### config.mk
export PLATFORM = sky130hd
export DESIGN_NAME = ipv4_l4_payload_extractor
export DESIGN_NICKNAME = d
export VERILOG_FILES = /design/src/rtl/lpe_pkg.sv /design/src/rtl/ipv4_l4_payload_extractor.sv /design/src/rtl/lpe_fifo.sv /design/src/rtl/lpe_front.sv /design/src/rtl/lpe_back.sv
export SDC_FILE = /design/constraint.sdc
export NUM_CORES = 1
export LEC_CHECK = 0
export BUFFER_PORTS_ARGS = -buffer_cell sky130_fd_sc_hd__buf_2
export CORE_ASPECT_RATIO = 1.75
export CORE_MARGIN = 4
export CORE_UTILIZATION = 55
export CTS_BUF_LIST = sky130_fd_sc_hd__clkbuf_4 sky130_fd_sc_hd__clkbuf_8
export CTS_CLUSTER_SIZE = 40
export DETAILED_ROUTE_END_ITERATION = 8
export GPL_TIMING_DRIVEN = 0
export PLACE_DENSITY = 0.73
export SLEW_MARGIN = 5
export SYNTH_ARGS = -nofsm -noshare
export SYNTH_HDL_FRONTEND = slang
export SYNTH_SLANG_ARGS = --single-unit
### constraint.sdc
create_clock -name clk -period 14.2 [get_ports clk]
set_input_delay 1.42 -clock clk [delete_from_list [all_inputs] [get_ports clk]]
set_output_delay 1.42 -clock clk [all_outputs]
set_load 0.01 [all_outputs]
### src/rtl/lpe_pkg.sv
// Shared types and constants for the IPv4 L4 payload extractor.
// No dependencies; the other rtl files except lpe_fifo refer to this package by scoped names.
`timescale 1ns / 1ps

package lpe_pkg;

  // Input operation codes.
  localparam logic OP_BYTE    = 1'b0;
  localparam logic OP_RESTART = 1'b1;

  // Frame layout and protocol codes.
  localparam logic [15:0] ETH_TYPE_IPV4 = 16'h0800;
  localparam logic [15:0] ETH_TYPE_VLAN = 16'h8100;
  localparam logic [15:0] OFF_ETYPE_HI  = 16'd12;
  localparam logic [15:0] OFF_ETYPE_LO  = 16'd13;
  localparam logic [15:0] OFF_INNER_HI  = 16'd16;
  localparam logic [15:0] OFF_INNER_LO  = 16'd17;
  localparam logic [15:0] OFF_LAST      = 16'hFFFF;
  localparam logic [4:0]  IP_START_PLAIN = 5'd14;
  localparam logic [4:0]  IP_START_VLAN  = 5'd18;

  localparam logic [15:0] REL_VER_IHL   = 16'd0;
  localparam logic [15:0] REL_TLEN_HI   = 16'd2;
  localparam logic [15:0] REL_TLEN_LO   = 16'd3;
  localparam logic [15:0] REL_PROTO     = 16'd9;
  localparam logic [15:0] REL_TCP_DOFF  = 16'd12;

  localparam logic [3:0]  IP_VERSION4   = 4'd4;
  localparam logic [3:0]  MIN_WORDS     = 4'd5;
  localparam logic [5:0]  MIN_IP_HDR    = 6'd20;
  localparam logic [6:0]  UDP_HDR_BYTES = 7'd8;
  localparam logic [7:0]  PROTO_TCP     = 8'd6;
  localparam logic [7:0]  PROTO_UDP     = 8'd17;

  localparam logic [16:0] QUOTA_RESET   = 17'd1024;

  // Queue depths.
  localparam int MID_DEPTH = 4;
  localparam int OUT_DEPTH = 2;

  // Entry passed from the parser to the quota stage.
  typedef struct packed {
    logic       restart;
    logic [7:0] data;
  } qent_t;

  // One result beat.
  typedef struct packed {
    logic [7:0] payload_byte;
    logic       quota_filled;
  } res_t;

endpackage

### src/rtl/ipv4_l4_payload_extractor.sv
// An accepted byte that yields payload reaches the result side through the parser, the
// queue and the quota stage. Throughput: one byte per cycle while in_full is low.
// full rises only when the four-entry queue between parser and quota stage is
// full. Reset (rst_n low, synchronous) clears the parse state and collected
// count, empties both queues and sets the quota to 1024.
`timescale 1ns / 1ps

module ipv4_l4_payload_extractor #(
  parameter int MAX_QUOTA       = 65536,
  parameter int MIN_FRAME_BYTES = 54
) (
  input  logic        clk,
  input  logic        rst_n,
  input  logic        in_push,
  output logic        in_full,
  input  logic        in_op,
  input  logic [7:0]  in_frame_byte,
  input  logic [15:0] in_captured_length,
  input  logic        in_frame_end,
  output logic        out_empty,
  input  logic        out_pop,
  output logic [7:0]  out_payload_byte,
  output logic        out_quota_filled,
  input  logic        cfg_we,
  input  logic [16:0] cfg_payload_quota
);

  logic           accept;
  logic           mid_push, mid_pop, mid_full, mid_empty;
  lpe_pkg::qent_t mid_in, mid_out;
  logic [$bits(lpe_pkg::qent_t)-1:0] mid_raw;
  lpe_pkg::res_t  res;

  assign in_full = mid_full;
  assign accept  = in_push && !mid_full;

  lpe_front #(
    .MIN_FRAME_BYTES (MIN_FRAME_BYTES)
  ) u_front (
    .clk             (clk),
    .rst_n           (rst_n),
    .accept          (accept),
    .op              (in_op),
    .frame_byte      (in_frame_byte),
    .captured_length (in_captured_length),
    .frame_end       (in_frame_end),
    .q_push          (mid_push),
    .q_data          (mid_in)
  );

  lpe_fifo #(
    .W     ($bits(lpe_pkg::qent_t)),
    .DEPTH (lpe_pkg::MID_DEPTH)
  ) u_mid_fifo (
    .clk   (clk),
    .rst_n (rst_n),
    .push  (mid_push),
    .wdata (mid_in),
    .pop   (mid_pop),
    .rdata (mid_raw),
    .full  (mid_full),
    .empty (mid_empty)
  );

  assign mid_out = lpe_pkg::qent_t'(mid_raw);

  lpe_back #(
    .MAX_QUOTA (MAX_QUOTA)
  ) u_back (
    .clk               (clk),
    .rst_n             (rst_n),
    .cfg_we            (cfg_we),
    .cfg_payload_quota (cfg_payload_quota),
    .q_data            (mid_out),
    .q_empty           (mid_empty),
    .q_pop             (mid_pop),
    .res_pop           (out_pop),
    .res_data          (res),
    .res_empty         (out_empty)
  );

  assign out_payload_byte = res.payload_byte;
  assign out_quota_filled = res.quota_filled;

endmodule

### src/rtl/lpe_fifo.sv
// Small synchronous FIFO built from a register array with a fill count.
// Generic; no package dependencies.
`timescale 1ns / 1ps

module lpe_fifo #(
  parameter int W     = 9,
  parameter int DEPTH = 4
) (
  input  logic         clk,
  input  logic         rst_n,
  input  logic         push,
  input  logic [W-1:0] wdata,
  input  logic         pop,
  output logic [W-1:0] rdata,
  output logic         full,
  output logic         empty
);

  localparam int AW = (DEPTH > 1) ? $clog2(DEPTH) : 1;
  localparam int CW = $clog2(DEPTH + 1);

  logic [W-1:0]  mem [DEPTH];
  logic [AW-1:0] wr_ptr_r, wr_ptr_nxt;
  logic [AW-1:0] rd_ptr_r, rd_ptr_nxt;
  logic [CW-1:0] cnt_r, cnt_nxt;
  logic          do_push, do_pop;

  assign full    = (cnt_r == CW'(DEPTH));
  assign empty   = (cnt_r == '0);
  assign do_push = push && !full;
  assign do_pop  = pop && !empty;
  assign rdata   = mem[rd_ptr_r];

  always_comb begin
    wr_ptr_nxt = wr_ptr_r;
    rd_ptr_nxt = rd_ptr_r;
    cnt_nxt    = cnt_r;
    if (do_push) begin
      wr_ptr_nxt = (wr_ptr_r == AW'(DEPTH - 1)) ? '0 : wr_ptr_r + 1'b1;
    end
    if (do_pop) begin
      rd_ptr_nxt = (rd_ptr_r == AW'(DEPTH - 1)) ? '0 : rd_ptr_r + 1'b1;
    end
    if (do_push && !do_pop) begin
      cnt_nxt = cnt_r + 1'b1;
    end else if (do_pop && !do_push) begin
      cnt_nxt = cnt_r - 1'b1;
    end
  end

  always_ff @(posedge clk) begin
    if (!rst_n) begin
      wr_ptr_r <= '0;
      rd_ptr_r <= '0;
      cnt_r    <= '0;
    end else begin
      wr_ptr_r <= wr_ptr_nxt;
      rd_ptr_r <= rd_ptr_nxt;
      cnt_r    <= cnt_nxt;
    end
  end

  always_ff @(posedge clk) begin
    if (do_push) begin
      mem[wr_ptr_r] <= wdata;
    end
  end

  a_cnt_bound: assert property (@(posedge clk) disable iff (!rst_n)
    cnt_r <= CW'(DEPTH))
    else $error("fifo fill count above depth");

  a_cnt_up: assert property (@(posedge clk) disable iff (!rst_n)
    (do_push && !do_pop) |=> (cnt_r == $past(cnt_r) + 1'b1))
    else $error("fifo count did not grow on push");

  a_ptr_gap: assert property (@(posedge clk) disable iff (!rst_n)
    (empty || full) |-> (wr_ptr_r == rd_ptr_r))
    else $error("fifo pointers disagree with fill count");

endmodule

### src/rtl/lpe_front.sv
// Frame parser: tracks offsets and header fields, selects payload beats.
// Depends on lpe_pkg for protocol constants and the queue entry type.
`timescale 1ns / 1ps

module lpe_front #(
  parameter int MIN_FRAME_BYTES = 54
) (
  input  logic          clk,
  input  logic          rst_n,
  input  logic          accept,
  input  logic          op,
  input  logic [7:0]    frame_byte,
  input  logic [15:0]   captured_length,
  input  logic          frame_end,
  output logic          q_push,
  output lpe_pkg::qent_t q_data
);

  logic [15:0] offset_r, offset_nxt;
  logic [15:0] ekind_r, ekind_nxt;
  logic        vlan_r, vlan_nxt;
  logic [3:0]  ihl_r, ihl_nxt;
  logic [15:0] tlen_r, tlen_nxt;
  logic [7:0]  proto_r, proto_nxt;
  logic [3:0]  doff_r, doff_nxt;
  logic        usable_r, usable_nxt;

  logic [15:0] rel;
  logic [5:0]  hdr_bytes;
  logic [3:0]  doff_eff;
  logic [6:0]  pay_start;
  logic        emit;
  logic        first;
  logic        is_l4;

  always_comb begin
    first = (offset_r == '0);
    // The first byte of a frame starts from a clean parse state.
    ekind_nxt  = first ? '0 : ekind_r;
    vlan_nxt   = first ? 1'b0 : vlan_r;
    ihl_nxt    = first ? '0 : ihl_r;
    tlen_nxt   = first ? '0 : tlen_r;
    proto_nxt  = first ? '0 : proto_r;
    doff_nxt   = first ? '0 : doff_r;
    usable_nxt = first ? (captured_length >= 16'(MIN_FRAME_BYTES)) : usable_r;
    offset_nxt = offset_r;
    emit       = 1'b0;
    rel        = '0;
    hdr_bytes  = '0;
    doff_eff   = '0;
    pay_start  = '0;
    is_l4      = 1'b0;

    if (offset_r == lpe_pkg::OFF_ETYPE_HI) begin
      ekind_nxt = {frame_byte, 8'h00};
    end else if (offset_r == lpe_pkg::OFF_ETYPE_LO) begin
      ekind_nxt = {ekind_r[15:8], frame_byte};
      if (ekind_nxt == lpe_pkg::ETH_TYPE_VLAN) begin
        vlan_nxt = 1'b1;
      end else if (ekind_nxt != lpe_pkg::ETH_TYPE_IPV4) begin
        usable_nxt = 1'b0;
      end
    end else if (vlan_r && offset_r == lpe_pkg::OFF_INNER_HI) begin
      ekind_nxt = {frame_byte, 8'h00};
    end else if (vlan_r && offset_r == lpe_pkg::OFF_INNER_LO) begin
      ekind_nxt = {ekind_r[15:8], frame_byte};
      if (ekind_nxt != lpe_pkg::ETH_TYPE_IPV4) begin
        usable_nxt = 1'b0;
      end
    end

    rel = offset_r - 16'(vlan_nxt ? lpe_pkg::IP_START_VLAN : lpe_pkg::IP_START_PLAIN);
    // Header length uses the value held before this byte.
    hdr_bytes = {ihl_nxt, 2'b00};

    if (usable_nxt && offset_r >= 16'(vlan_nxt ? lpe_pkg::IP_START_VLAN
                                               : lpe_pkg::IP_START_PLAIN)) begin
      if (rel == lpe_pkg::REL_VER_IHL) begin
        ihl_nxt = frame_byte[3:0];
        if (frame_byte[7:4] != lpe_pkg::IP_VERSION4 || frame_byte[3:0] < lpe_pkg::MIN_WORDS) begin
          usable_nxt = 1'b0;
        end
      end else if (rel == lpe_pkg::REL_TLEN_HI) begin
        tlen_nxt = {frame_byte, 8'h00};
      end else if (rel == lpe_pkg::REL_TLEN_LO) begin
        tlen_nxt = {tlen_r[15:8], frame_byte};
      end else if (rel == lpe_pkg::REL_PROTO) begin
        proto_nxt = frame_byte;
        if (frame_byte != lpe_pkg::PROTO_TCP && frame_byte != lpe_pkg::PROTO_UDP) begin
          usable_nxt = 1'b0;
        end
      end else if (proto_nxt == lpe_pkg::PROTO_TCP &&
                   rel == 16'(hdr_bytes) + lpe_pkg::REL_TCP_DOFF) begin
        doff_nxt = frame_byte[7:4];
        if (frame_byte[7:4] < lpe_pkg::MIN_WORDS) begin
          usable_nxt = 1'b0;
        end
      end

      doff_eff  = (doff_nxt < lpe_pkg::MIN_WORDS) ? lpe_pkg::MIN_WORDS : doff_nxt;
      pay_start = (proto_nxt == lpe_pkg::PROTO_TCP)
                ? 7'(hdr_bytes) + {1'b0, doff_eff, 2'b00}
                : 7'(hdr_bytes) + lpe_pkg::UDP_HDR_BYTES;
      is_l4 = (proto_nxt == lpe_pkg::PROTO_TCP) || (proto_nxt == lpe_pkg::PROTO_UDP);
      emit  = usable_nxt && (rel > lpe_pkg::REL_PROTO) && (hdr_bytes >= lpe_pkg::MIN_IP_HDR)
           && is_l4 && (rel >= 16'(pay_start)) && (rel < tlen_nxt);
    end

    offset_nxt = offset_r + 1'b1;
  end

  assign q_push = accept && ((op == lpe_pkg::OP_RESTART) ||
                             (offset_r != lpe_pkg::OFF_LAST && emit));
  assign q_data.restart = (op == lpe_pkg::OP_RESTART);
  assign q_data.data    = frame_byte;

  always_ff @(posedge clk) begin
    if (!rst_n) begin
      offset_r <= '0;
      ekind_r  <= '0;
      vlan_r   <= 1'b0;
      ihl_r    <= '0;
      tlen_r   <= '0;
      proto_r  <= '0;
      doff_r   <= '0;
      usable_r <= 1'b0;
    end else if (accept) begin
      if (op == lpe_pkg::OP_RESTART) begin
        offset_r <= '0;
      end else begin
        if (offset_r != lpe_pkg::OFF_LAST) begin
          offset_r <= offset_nxt;
          ekind_r  <= ekind_nxt;
          vlan_r   <= vlan_nxt;
          ihl_r    <= ihl_nxt;
          tlen_r   <= tlen_nxt;
          proto_r  <= proto_nxt;
          doff_r   <= doff_nxt;
          usable_r <= usable_nxt;
        end
        // A cleared offset makes the next byte reinitialize the parse state.
        if (frame_end) begin
          offset_r <= '0;
        end
      end
    end
  end

endmodule

### src/rtl/lpe_back.sv
// Quota stage: counts payload beats, flags the filling beat, buffers results.
// Depends on lpe_pkg and lpe_fifo.
`timescale 1ns / 1ps

module lpe_back #(
  parameter int MAX_QUOTA = 65536
) (
  input  logic           clk,
  input  logic           rst_n,
  input  logic           cfg_we,
  input  logic [16:0]    cfg_payload_quota,
  input  lpe_pkg::qent_t q_data,
  input  logic           q_empty,
  output logic           q_pop,
  input  logic           res_pop,
  output lpe_pkg::res_t  res_data,
  output logic           res_empty
);

  localparam int CW = $clog2(MAX_QUOTA + 1);
  localparam int QW = (CW > 17) ? CW : 17;

  logic [16:0]   quota_r;
  logic [QW-1:0] quota_ext, quota_sat;
  logic [CW-1:0] quota_eff;
  logic [CW-1:0] count_r, count_nxt;
  logic          res_full;
  logic          res_push;
  lpe_pkg::res_t res_in;
  logic [$bits(lpe_pkg::res_t)-1:0] res_raw;

  assign quota_ext = QW'(quota_r);
  assign quota_sat = (quota_ext > QW'(MAX_QUOTA)) ? QW'(MAX_QUOTA) : quota_ext;
  assign quota_eff = quota_sat[CW-1:0];

  // A restart never needs result space, so it drains even when results stall.
  assign q_pop = !q_empty && (q_data.restart || !res_full);

  always_comb begin
    count_nxt           = count_r;
    res_push            = 1'b0;
    res_in.payload_byte = q_data.data;
    res_in.quota_filled = 1'b0;
    if (q_pop) begin
      if (q_data.restart) begin
        count_nxt = '0;
      end else if (count_r < quota_eff) begin
        count_nxt           = count_r + 1'b1;
        res_push            = 1'b1;
        res_in.quota_filled = (count_nxt == quota_eff);
      end
    end
  end

  always_ff @(posedge clk) begin
    if (!rst_n) begin
      quota_r <= lpe_pkg::QUOTA_RESET;
      count_r <= '0;
    end else begin
      if (cfg_we) begin
        quota_r <= cfg_payload_quota;
      end
      count_r <= count_nxt;
    end
  end

  lpe_fifo #(
    .W     ($bits(lpe_pkg::res_t)),
    .DEPTH (lpe_pkg::OUT_DEPTH)
  ) u_res_fifo (
    .clk   (clk),
    .rst_n (rst_n),
    .push  (res_push),
    .wdata (res_in),
    .pop   (res_pop),
    .rdata (res_raw),
    .full  (res_full),
    .empty (res_empty)
  );

  assign res_data = lpe_pkg::res_t'(res_raw);

  a_restart_clears: assert property (@(posedge clk) disable iff (!rst_n)
    (q_pop && q_data.restart) |=> (count_r == '0))
    else $error("restart did not clear the collected count");

  a_count_step: assert property (@(posedge clk) disable iff (!rst_n)
    (count_r != $past(count_r)) |-> (count_r == '0 || count_r == $past(count_r) + 1'b1))
    else $error("collected count moved by more than one");

  a_push_space: assert property (@(posedge clk) disable iff (!rst_n)
    res_push |-> !res_full)
    else $error("result beat pushed into a full buffer");

endmodule

==> impl_metrics.py <==
metrics = {
    "status": {
        "status": "finished clean",
    },
    "synth": {
        "syn-num-nets": 1133,
        "ys.flop_type": "dfxtp_1",
        "synth_edf_count": 54,
        "yosysSeqAreaShare": 0.393,
        "avgSynthCellArea_sq_um": 9.34,
        "syn_area_sq_um": 9520,
        "ys_top_cells_by_area": "dfxtp_1 22%, edfxtp_1 17%, ha_1 8.1%, nor2_1 4.7%, nand2_1 3.9%",
        "yosysWarnings": 0,
        "yosys.area.top_type": "dfxtp_1",
        "ys_seq_elements": 160,
        "async_flop_share": 0,
        "yosysUniqueCellTypes": 84,
        "synth_top_area_share": 0.223,
        "syn-instance-count": 1020,
    },
    "power": {
        "totalPowerFinal_w": 0.00121,
        "p_leak_nw": 4.09,
        "power_density_nw_per_um2": 115,
        "ir_drop_mv": 0.0791,
    },
    "critical_path": {
        "crit_type": "reg2reg",
        "cp_data_arrival_time_ps": 11010,
        "worstPathRequired_ps": 14600,
        "critPathSlowestCell": "fa_1",
        "worst_path_largest_cell_delay_ps": 510,
        "worst_path_most_repeated_cell": "ha_1",
        "critPathMaxFanout": 11,
        "crit_path_end_kind": "register",
        "start_kind": "register",
    },
    "sta": {
        "hold_viol_final": 0,
        "finalSetupTns_ps": 0,
        "worst_pin_slew_ps": 1010,
        "period_needed_ps": 10600,
        "fmax_mhz": 94.3,
        "finalSetupViolations": 0,
        "worst_slew_margin_rel": 0.323,
        "skew_ps": 12.9,
        "slew_violations": 0,
        "rsz0062_at_grt": "false",
        "period_share": 0.747,
    },
    "drt": {
        "first_pass_iters": 6,
        "viasPerCell": 6.05,
        "drc": 0,
        "ant_nets": 0,
        "wl_per_cell_microns": 18.9,
        "vias": 8081,
        "drtIter0Drc": 633,
        "drt_wl_total_mm": 25.2,
    },
    "place": {
        "placed_area_sq_um": 10100,
        "numPortBuffers": 56,
        "place_hpwl_mm": 19.5,
        "place.gp.congestion": 1.04,
    },
    "floorplan": {
        "core_area_sq_um": 16900,
        "pin_count": 59,
        "die_area_sq_um": 19600,
        "rows": 63,
        "initial_core_util": 0.562,
        "chipHeight_microns": 182,
        "dieWidth_microns": 107,
    },
    "global_routing": {
        "grt_max_degree": 17,
        "grt-ovfl-total": 0,
        "antenna_found_initial": 0,
        "grt_pass1_wl_mm": 40.3,
        "grt.total_usage": 0.264,
        "grt_pass1_vias": 7958,
    },
    "final_layout": {
        "finalNetCount": 1208,
        "final_common_cell": "nor2_1",
        "syn2layout_area_growth_pct": 10.6,
        "n_fill_cell": 1503,
        "seqCellArea_sq_um": 3740,
        "final_cell_mix": "118 x nor2_1, 106 x dfxtp_1, 98 x nand2_1",
        "drive_above_1_share": 0.133,
        "diodes": 0,
        "final_util": 0.621,
        "stdcell_area_sq_um": 10500,
        "multiInputGateArea_sq_um": 5450,
    },
    "worst_hold_path": {
        "min_path_type": "reg2reg",
    },
    "clocking": {
        "h-tree-depth": 4,
        "cts_hold_buf": 0,
        "cts_num_sinks": 160,
        "cts.clk_slew.worst_paths_ps": 90,
        "cts_resized": 0,
        "numCtsBuffers": 17,
        "clockRootBuffer": "clkbuf_8",
        "cts_tree": "yes",
        "post-cts-setup-buffer-count": 0,
        "worstSkewPairLatency_ps": 470,
        "cts.path.max_buffers": 2,
    },
    "job": {
        "cap_violations": 0,
    },
}
## per-stage QoR
stage          instances  hold slack, ps  setup WS, ps
2_1_floorplan       1020             432          5570
3_3_place_gp        1303             438          3710
3_5_place_dp        1303             450          3660
4_1_cts             1335             460          3790
5_1_grt             1335             476          2990
6_report            1335             458          3600
## cells in the mapped netlist (all sizes together), types with 7 or more instances
cell type and instances:
a211o 7, a21o 11, a21oi 64, a22oi 19, and2 26, and3 17
and4 8, buf 13, clkbuf 37, dfxtp 106, edfxtp 54, ha 62
inv 26, mux2 13, mux2i 25, mux4 9, nand2 98, nand3 30
nand4 12, nor2 119, nor3 22, nor4 16, o21a 8, o21ai 42
or3 11, xnor2 28, xor2 31
## worst max-delay path: cells and delay by family (launching register included)
family          cells  cell delay, ps
compound gates     14            3250
simple gates        8            2290
fa+ha+maj           7            2270
buf+inv             6            1160
xor+xnor            2             590
mux                 1             490
flops               1             460
## area by class of cell
class                   count  share of cell area
multi-input cells         783               0.518
flip-flops and latches    160               0.356
well taps                 227              0.0270
repair buffers             56              0.0266
clock buffers              19              0.0242
plain buffers              50              0.0216
clock inverters            13              0.0176
inverters                  27             0.00963
## where the power goes
part	internal, W	switching (W)
logic	0.000113	0.000174
registers	0.000523	0.0000203
clock network	0.000188	0.000190
## worst paths after layout
kind / from / to / slack (ps) / cells after the start
setup / recovery: u_front.offset_r[1] / u_mid_fifo.cnt_r[2] / 3600 / 38
hold / removal: u_front.proto_r[3] / u_front.proto_r[3] / 460 / 2
setup reg to reg: u_front.offset_r[1] / u_mid_fifo.cnt_r[2] / 3600 / 38
hold reg to reg: u_front.proto_r[3] / u_front.proto_r[3] / 460 / 2
## cell families (layout without fill, tap and decap cells)
kind of cell             after synthesis  after routing  synth area share
AND/OR/NAND/NOR                      397            397             0.214
AO/OA/AOI/OAI                        215            215             0.153
flip-flops                           160            160             0.393
buffers and inverters                 77            165            0.0346
adder cells (fa/ha/maj)               65             65            0.0878
XOR/XNOR                              59             59            0.0551
multiplexers                          47             47            0.0629
## per-layer routing
layer,track usage,up-vias,wire length [microns]
li1,-,3885,-
met1,0.270,3810,8910
met2,0.482,269,13400
met3,0.0404,117,986
met4,0.185,0,1920
met5,0,-,0
## registers in the layout, indices dropped and copies added, names as in the netlist, named ones only
register	count
u_mid_fifo.rd_ptr_r	2
u_front.offset_r	16
u_front.doff_r	4
u_front.tlen_r	16
u_back.u_res_fifo.rd_ptr_r	1
u_back.count_r	17
u_front.ekind_r	8
u_back.quota_ext	17
u_mid_fifo.cnt_r	3
u_front.usable_r	1
u_back.u_res_fifo.wr_ptr_r	1
u_back.u_res_fifo.mem	18
u_mid_fifo.wr_ptr_r	2
u_back.u_res_fifo.cnt_r	2
u_front.proto_r	8
u_front.vlan_r	1
u_front.ihl_r	4
u_mid_fifo.mem	36
Note: power is estimated with default switching activity, not from simulation.
